$ cat src/rtl/scf_pkg.sv
// Package: types, codes and constants of the sample consensus filter
`default_nettype none
package scf_pkg;

  localparam int DEF_MAX_WORDS = 16;
  localparam int DEF_MAX_VARS  = 1024;
  localparam int QUEUE_DEPTH   = 2;

  localparam logic [2:0] OP_LOAD_SAMPLE = 3'd0;
  localparam logic [2:0] OP_LOAD_VALID  = 3'd1;
  localparam logic [2:0] OP_START       = 3'd2;
  localparam logic [2:0] OP_APPLY       = 3'd3;
  localparam logic [2:0] OP_QUERY       = 3'd4;

  localparam logic [1:0] V_NONE      = 2'd0;
  localparam logic [1:0] V_TRUE      = 2'd1;
  localparam logic [1:0] V_FALSE     = 2'd2;
  localparam logic [1:0] V_TOO_FEW   = 2'd3;

  localparam logic [0:0] REG_WORDS_IN_USE = 1'b0;
  localparam logic [0:0] REG_MIN_SURV     = 1'b1;

  typedef struct packed {
    logic [2:0]  operation;
    logic [9:0]  variable;
    logic [3:0]  word_index;
    logic [63:0] data_word;
    logic        polarity;
    logic        assigned;
  } in_item_t;

  typedef struct packed {
    logic [1:0] verdict;
    logic [9:0] queried_variable;
    logic [4:0] surviving_words;
  } out_item_t;

  typedef enum logic [2:0] {
    CMD_LOAD_SAMPLE,
    CMD_LOAD_VALID,
    CMD_START,
    CMD_APPLY,
    CMD_QUERY
  } cmd_op_t;

  typedef struct packed {
    cmd_op_t     op;
    logic [9:0]  variable;
    logic [3:0]  word_index;
    logic [63:0] data_word;
    logic        polarity;
    logic        assigned;
    logic        var_ok;
    logic        widx_ok;
  } cmd_t;

  typedef struct packed {
    logic push;
    logic full;
  } q_wr_t;

  typedef enum logic [1:0] {
    BK_IDLE,
    BK_SWEEP,
    BK_EMIT
  } bk_state_t;

endpackage
`default_nettype wire

$ cat src/rtl/scf_queue.sv
// Short command queue between front end and back end
`default_nettype none
module scf_queue import scf_pkg::*; #(
  parameter int DEPTH = QUEUE_DEPTH
) (
  input  logic  clk,
  input  logic  rst_n,
  input  q_wr_t q_wr,
  input  cmd_t  wr_cmd,
  output logic  q_full,
  input  logic  deq,
  output logic  q_empty,
  output cmd_t  rd_cmd
);

  localparam int PW = (DEPTH > 1) ? $clog2(DEPTH) : 1;
  localparam int CW = $clog2(DEPTH + 1);

  cmd_t          ent_r [DEPTH];
  logic [PW-1:0] wp_r, wp_nxt, rp_r, rp_nxt;
  logic [CW-1:0] cnt_r, cnt_nxt;
  logic          do_deq;

  assign q_full  = (32'(cnt_r) == 32'(DEPTH));
  assign q_empty = (cnt_r == '0);
  assign rd_cmd  = ent_r[rp_r];
  assign do_deq  = deq && !q_empty;

  always_comb begin
    wp_nxt  = wp_r;
    rp_nxt  = rp_r;
    cnt_nxt = cnt_r;
    if (q_wr.push) begin
      wp_nxt = (32'(wp_r) == 32'(DEPTH - 1)) ? '0 : PW'(32'(wp_r) + 1);
    end
    if (do_deq) begin
      rp_nxt = (32'(rp_r) == 32'(DEPTH - 1)) ? '0 : PW'(32'(rp_r) + 1);
    end
    if (q_wr.push && !do_deq) begin
      cnt_nxt = CW'(32'(cnt_r) + 1);
    end else if (!q_wr.push && do_deq) begin
      cnt_nxt = CW'(32'(cnt_r) - 1);
    end
  end

  always_ff @(posedge clk) begin
    if (!rst_n) begin
      wp_r  <= '0;
      rp_r  <= '0;
      cnt_r <= '0;
    end else begin
      wp_r  <= wp_nxt;
      rp_r  <= rp_nxt;
      cnt_r <= cnt_nxt;
    end
  end

  always_ff @(posedge clk) begin
    if (q_wr.push) begin
      ent_r[wp_r] <= wr_cmd;
    end
  end

endmodule
`default_nettype wire

$ cat config.mk
export PLATFORM = sky130hd
export DESIGN_NAME = scf_queue
export DESIGN_NICKNAME = d
export VERILOG_FILES = /design/src/rtl/scf_pkg.sv /design/src/rtl/scf_queue.sv
export SDC_FILE = /design/constraint.sdc
export NUM_CORES = 1
export LEC_CHECK = 0
export ABC_CLOCK_PERIOD_IN_PS = 5560
export BUFFER_PORTS_ARGS = -buffer_cell sky130_fd_sc_hd__buf_4
export CAP_MARGIN = 10
export CORE_UTILIZATION = 45
export DETAILED_ROUTE_END_ITERATION = 10
export GPL_TIMING_DRIVEN = 0
export HOLD_SLACK_MARGIN = 0.12
export PLACE_DENSITY = 0.73
export SLEW_MARGIN = 20
export SYNTH_ARGS = -nofsm -noshare
export SYNTH_HDL_FRONTEND = slang
export SYNTH_SLANG_ARGS = --single-unit
$ cat constraint.sdc
create_clock -name clk -period 5.56 [get_ports clk]
set_input_delay 0 -clock clk [delete_from_list [all_inputs] [get_ports clk]]
set_output_delay 0 -clock clk [all_outputs]
set_load 0.03 [all_outputs]
# Word level (Yosys, flattened, before mapping)
# Memory sizes are Yosys's and may differ from the RTL's. A register that Yosys moved wholly into a read port is not among the register bits.
# Cells that the tools add are included.
totals:
  reg_bits: 4
  output_inout_bits: 87
  n_memories: 1
  input_bits: 90
  ramBits: 170
  word_cells: 25
classes:
  mux: 8
  add_sub_neg: 4
  n_eq_ne: 1
  reduce_logical: 8
mem_list:
  columns: ["name", "depth", "word_bits", "read_ports", "rd_ports_with_merged_regs", "wr", "line", "rtl"]
  rows:
  - ["ent_r", 2, 85, 1, 1, 1, "scf_queue.sv:19", "cmd_t ent_r [DEPTH];"]
op_table:
  columns: ["op", "n"]
  rows:
  - ["2-to-1 mux 1 bit", 6]
  - ["2-to-1 mux 2 bit", 2]
  - ["logical AND 1 bit", 3]
  - ["logical NOT 1 bit", 3]
  - ["adder 1 bit (second input constant)", 2]
  - ["adder 2 x 1 -> 2 bit (second input constant)", 1]
  - ["== test 2 bit (second input constant)", 1]
  - ["logical NOT 2 bit", 1]
  - ["nonzero test 2 bit", 1]
  - ["subtractor 2 x 1 -> 2 bit (second input constant)", 1]

# Depth between registers and ports, before layout
# Gate-level depths: netlist of the first run.
depth:
  ltp_word: 6
  depth_mapped: 5
  mapped_depth_nobuf: 5

# Worst setup path before layout of the first run
# OpenSTA, ideal clock, no wires.
synth_path:
  kind: "flip-flop to flip-flop"
  startpoint: "reg wp_r"
  endpoint: "mem ent_r[0][0] in the netlist's numbering, enable pin"
  period_less_slack_ns: 4.629
  path_slack_ns: 0.931
  t_arrival_ns: 4.090
  stages_incl_launch_ff: 2
  setup_ns: 0.540
  path_buffers: 0
  required_time_ns: 5.020
  cell_sequence: "dfxtp_1 > nor2b_1"
synth_lines:
  columns: ["item", "line", "rtl"]
  rows:
  - ["start: declaration", "scf_queue.sv:20", "logic [PW-1:0] wp_r, wp_nxt, rp_r, rp_nxt;"]
  - ["start signal: assignment", "scf_queue.sv:52", "wp_r <= wp_nxt;"]
  - ["end: declaration", "scf_queue.sv:19", null]
# Straight into the memory's write port.

==> impl_metrics.ini, run 1 <==
[run_status]
status = finished clean

[setup_path]
crit_path_end_kind = output pin
reg2reg_to = ent_r[1][76]
r2r-start = wp_r
worst_r2r_path_depth = 2
path_class = reg2out
cp_data_arrival_time_ns = 1.78
ff2ff_setup_slack_ns = 3.99
crit_chain = buf_4, buf_6, mux2_2, buf_4
crit_path_top_delay_cell = dfxtp_1
crit_path_start_kind = flip-flop
cp_data_required_time_ns = 5.56
cpPeakStageDelay_ns = 0.37
cp_max_fo = 10
cp_common_cell = buf_4

[logic_synthesis]
yosys.cell_count.top_type = edfxtp_1
ys.warnings.count = 0
synth_top_area_share_pct = 80.3
synth_area_per_cell_sq_um = 22.2
syn_nets = 377
netlist_top_cells_area = edfxtp_1 (80%), mux2_2 (15%), dfxtp_1 (1.6%)
synthCells = 286
yosys.area.top_type = edfxtp_1
synth_seq_cells = 175
ys.flop_type = edfxtp_1
ys_seq_area_share_pct = 81.9
synth-edff-count = 170
syn_area_sq_mm = 0.00636
synthDistinctLibCells = 17
synth_top_cells_by_count = edfxtp_1 (170), mux2_2 (85), buf_6 (5), dfxtp_1 (5), and2_1 (4)
async_flop_share_pct = 0

[floorplanning]
core_area_sq_mm = 0.0138
num_rows = 43
die-area_sq_mm = 0.0146
die_y_um = 121
num_io_pins = 177
start_util_pct = 46.0
die_w_um = 121

[job]
cap_violations = 0

[grt]
antenna_found_initial = 0
grt_pass1_vias = 3974
grt_pass1_wl_mm = 19.5
grt_max_degree = 52
grt.total_usage_pct = 18.2
overflow = 0

[clock_tree]
cts_setup_buffers = 0
cts_tree = yes
cts_htree_levels = 4
numCtsBuffers = 17
clk_path_buf_depth = 2
cts_root_buf = clkbuf_16
cts_hold_buf = 89
clock-sinks = 175
cts_resized = 0
worst_skew_pair.late_latency_ns = 0.42
clk_pin_slew_worst_paths_ns = 0.07

[sta]
hold_viol_final = 0
fmax_mhz = 561
min_period_over_period_pct = 32.0
setup_ws_ns = 3.78
setup_viol = 0
maxSlewHeadroom_pct = 64.9
fin_crit_ns = 1.78
slew_violations = 0
worst_pin_slew_ns = 0.527
rsz0062_at_grt = no
finalClockSkew_ns = 0.0102

[cells_and_area]
drive_above_1_share_pct = 51.4
antenna_cells = 0
fin_util_pct = 68.3
n_fill_cell = 909
final_area_sq_mm = 0.00944
final_nets = 664
area_delta_synth_final_pct = 48.4

[pwr]
leakage_uw = 0.00356
fin_total_pwr_uw = 3900
ir_drop_uv = 282
power_density_mw_per_mm2 = 413

[detailed_routing]
drtPass1Iterations = 6
wl_per_cell_um = 16.3
antenna_left = 0
dr.first_iter.drc_count = 173
vias_per_cell = 4.69
num_vias = 3595
routed_wl_mm = 12.5
drc = 0

[min_path]
holdPathEnd = ent_r[1][10]
worstHoldStart = wr_cmd[10]
whs_path_depth = 2
min_path_type = in2reg

[placement]
io_buffer_count = 175
dp_hpwl_mm = 7.37
dp_slack_ns = 3.96
routabilityCongestion = 0.667
placed_cell_area_sq_mm = 0.00800
[routing by layer]
layer	up-vias	routed length [um]	track usage (%)	share of wire, %
met2	122	6740	32.9	54
met1	1752	4790	19.3	38
met3	17	753	5.40	6.0
li1	1704	-	-	-
met5	-	0	0	0
met4	0	226	8.41	1.8
[area by class of cell]
class | instances | area [sq um] | area share [%]
plain buffers | 9 | 78.8 | 0.835
clock buffers | 26 | 489 | 5.18
clock inverters | 6 | 62.6 | 0.663
multi-input cells | 102 | 1080 | 11.5
flip-flops and latches | 175 | 5200 | 55.2
well taps | 180 | 225 | 2.39
repair buffers | 268 | 2290 | 24.3
[critical path: cells and delay by family, from the launching register on]
kind / cells / cell delay [ns]
muxes: 1 / 0.36
buffers and inverters: 3 / 0.63
DFF: 1 / 0.37
[where the power goes]
part	switching, uW	total (uW)	internal (uW)
clock	448	1100	651
combinational	674	1230	561
sequential	29.1	1560	1530
total	1150	3900	2750
[stage by stage]
stage	hold WS (ns)	setup TNS, ns	std cells
detailed placement	0.188	0	645
finish	0.297	0	766
global route	0.295	0	766
global placement	0.185	-101.60	641
CTS	0.286	0	766
floorplan	0.0989	0	286
[worst max-delay path by stage]
stage,to,from,cells after the start
2_1_floorplan,ent_r[0][0],wp_r,1
3_3_place_gp,ent_r[0][25],wp_r,1
3_5_place_dp,ent_r[1][51],wp_r,2
4_1_cts,rd_cmd[13],flip-flop,4
5_1_grt,rd_cmd[13],flip-flop,4
6_report,rd_cmd[13],flip-flop,4
[cells by family after synthesis]
group,after synthesis,share of synthesized area (%)
xor+xnor,3,0.413
flops,175,81.9
simple gates,9,0.846
mux,85,15.1
buf+inv,9,1.24
compound gates,4,0.393
fa+ha+maj,1,0.197
[state kept, by name, indices dropped and copies added, names as in the netlist, named ones only]
name	cells
ent_r	170
cnt_r	2
rp_r	1
wp_r	1
[cell usage in the layout, fill, tap and decap left out, types with 2 or more instances in the layout]
| cell | synthesis | layout |
|---|---|---|
| and2_1 | 4 | 3 |
| buf_12 | 0 | 3 |
| buf_2 | 3 | 3 |
| buf_4 | 1 | 176 |
| buf_6 | 5 | 5 |
| clkbuf_1 | 0 | 6 |
| clkbuf_16 | 0 | 17 |
| clkbuf_8 | 0 | 3 |
| clkinv_2 | 0 | 2 |
| clkinvlp_4 | 0 | 3 |
| dfxtp_1 | 5 | 5 |
| dlygate4sd3_1 | 0 | 89 |
| edfxtp_1 | 170 | 170 |
| mux2_2 | 85 | 85 |
| nor2b_1 | 3 | 2 |
| xnor2_1 | 2 | 2 |
Power figures use the tool's default switching activity.
==> inputs of run 2 (changes only) <==
- ABC_CLOCK_PERIOD_IN_PS: 5560 -> 1600
- PLACE_DENSITY: 0.73 -> 0.76
- clock period: 5.56 -> 1.6 ns (I/O delays scaled with it)
==> impl_metrics.ini, run 2 (synthesis gave the netlist of run 1 again) <==
[run_status]
status = complete, but fails checks
violations = setup timing

[sta]
fmax_mhz = 623
setup_viol = 3
fin_setup_tns_ns = -0.00449
slew_violations = 0
finalClockSkew_ns = 0.00633
fin_crit_ns = 1.60
rsz0062_at_grt = yes
min_period_over_period_pct = 100
hold_viol_final = 0
setup_ws_ns = -0.00416
maxSlewHeadroom_pct = 63.0
worst_pin_slew_ns = 0.555

[detailed_routing]
drc = 0
num_vias = 3667
vias_per_cell = 4.74
drtPass1Iterations = 4
antenna_left = 0
dr.first_iter.drc_count = 204
routed_wl_mm = 13.3
wl_per_cell_um = 17.2

[cells_and_area]
largest-register = ent_r
mostFrequentLayoutCells = edfxtp_1 (170), buf_4 (169), dlygate4sd3_1 (89), mux2_2 (85), clkbuf_16 (17)
n_fill_cell = 883
multi_input_comb_area_sq_mm = 0.00109
antenna_cells = 0
final_common_cell = edfxtp_1
final-seq-area_sq_mm = 0.00521
final_nets = 671
fin_util_pct = 69.7
drive_above_1_share_pct = 53.0
largest_reg_flops = 170
area_delta_synth_final_pct = 51.5
reg_top3 = ent_r x170, cnt_r x2

[floorplanning]
die_y_um = 121
num_rows = 43
core_area_sq_mm = 0.0138
num_io_pins = 177
die_w_um = 121
start_util_pct = 46.0
die-area_sq_mm = 0.0146

[setup_path]
crit_path_top_delay_cell = dfxtp_4
worst_r2r_path_depth = 4
cpPeakStageDelay_ns = 0.37
crit_chain = buf_12, buf_6, mux2_2, buf_4
endpoint = rd_cmd[56]
crit_path_start_kind = flip-flop
r2r-start = cnt_r[1]
path_class = reg2out
crit_path_end_kind = output pin
ff2ff_setup_slack_ns = 0.10
cp_data_arrival_time_ns = 1.60
reg2reg_to = rp_r
cp_max_fo = 10
cp_data_required_time_ns = 1.60

[placement]
routabilityCongestion = 0.644
dp_hpwl_mm = 7.74
io_buffer_count = 175

[clock_tree]
cts_root_buf = clkbuf_16
clk_path_buf_depth = 2
clock-sinks = 175
cts_htree_levels = 4
worst_skew_pair.late_latency_ns = 0.42
numCtsBuffers = 17
clk_pin_slew_worst_paths_ns = 0.07
cts_tree = yes

[job]
cap_violations = 0

[grt]
grt_max_degree = 47
antenna_found_initial = 0
grt.total_usage_pct = 18.7
grt_pass1_wl_mm = 20.1
grt_pass1_vias = 4086
overflow = 0

[pwr]
ir_drop_uv = 758
power_density_mw_per_mm2 = 1440
fin_total_pwr_uw = 13900
leakage_uw = 0.00364

[min_path]
whs_path_depth = 2
min_path_type = in2reg
==> run 2: changes by cell type in the layout (fill, tap and decap cells not counted), moves of 2 or more <==
cell / change
inv_6: +2
clkbuf_8: -3
dfxtp_1: -3
clkinvlp_4: +2
buf_2: -3
dfxtp_2: +2
clkbuf_4: +2
buf_4: -7
clkbuf_1: -6
buf_16: +3
buf_6: +9
clkinv_1: +3
buf_8: +2
==> run 2: final cells by class <==
| class | count | area share [%] |
|---|---|---|
| flip-flops and latches | 175 | 54.1 |
| repair buffers | 274 | 25.2 |
| multi-input cells | 103 | 11.3 |
| clock buffers | 17 | 4.42 |
| well taps | 180 | 2.34 |
| clock inverters | 15 | 1.51 |
| plain buffers | 9 | 1.10 |
==> run 2: timing repair <==
item / 4_1_cts / 5_1_grt
hold buffers: 89 / 0
gates resized for setup: 18 / 4
pin swaps: 1 / 0
buffers inserted: 3 / 2
endpoints found under the hold margin: 175 / 0
endpoints found under the setup margin: 104 / 93
cloned: 1 / 0
==> run 2: how the worst min path moves through the flow <==
stage | from | end | slack [ns]
3_3_place_gp | wr_cmd[1] | ent_r[1][1] | 0.18
5_1_grt | wr_cmd[35] | ent_r[0][35] | 0.29
6_report | wr_cmd[35] | ent_r[0][35] | 0.31
3_5_place_dp | wr_cmd[73] | ent_r[0][73] | 0.19
4_1_cts | wr_cmd[73] | ent_r[0][73] | 0.29
2_1_floorplan | wr_cmd[0] | ent_r[0][0] | 0.1
==> run 2: metal layers <==
metal | GRT usage, % | vias up | wire length (um)
met5 | 0 | - | 0
met4 | 8.72 | 0 | 299
met2 | 34.0 | 135 | 7180
li1 | - | 1725 | -
met1 | 20.2 | 1782 | 5050
met3 | 4.70 | 25 | 750
==> run 2: power by group <==
| group | internal, uW | switching (uW) |
|---|---|---|
| combinational | 2120 | 2370 |
| sequential | 5340 | 105 |
| clock | 2290 | 1680 |
==> run 2: through the flow <==
stage	hold WS, ns	cell area, sq um	cells	setup WS [ns]
2_1_floorplan	0.0989	6370	286	-0.413
3_3_place_gp	0.185	7910	641	-1.04
3_5_place_dp	0.188	8040	646	0.00242
4_1_cts	0.292	9590	771	-0.0374
5_1_grt	0.289	9630	773	-0.0622
6_report	0.306	9630	773	-0.00416
==> run 2: critical path, delay by kind of cell (launching register included) <==
kind / cells / cell delay (ns)
buf+inv: 3 / 0.46
mux: 1 / 0.35
flops: 1 / 0.37
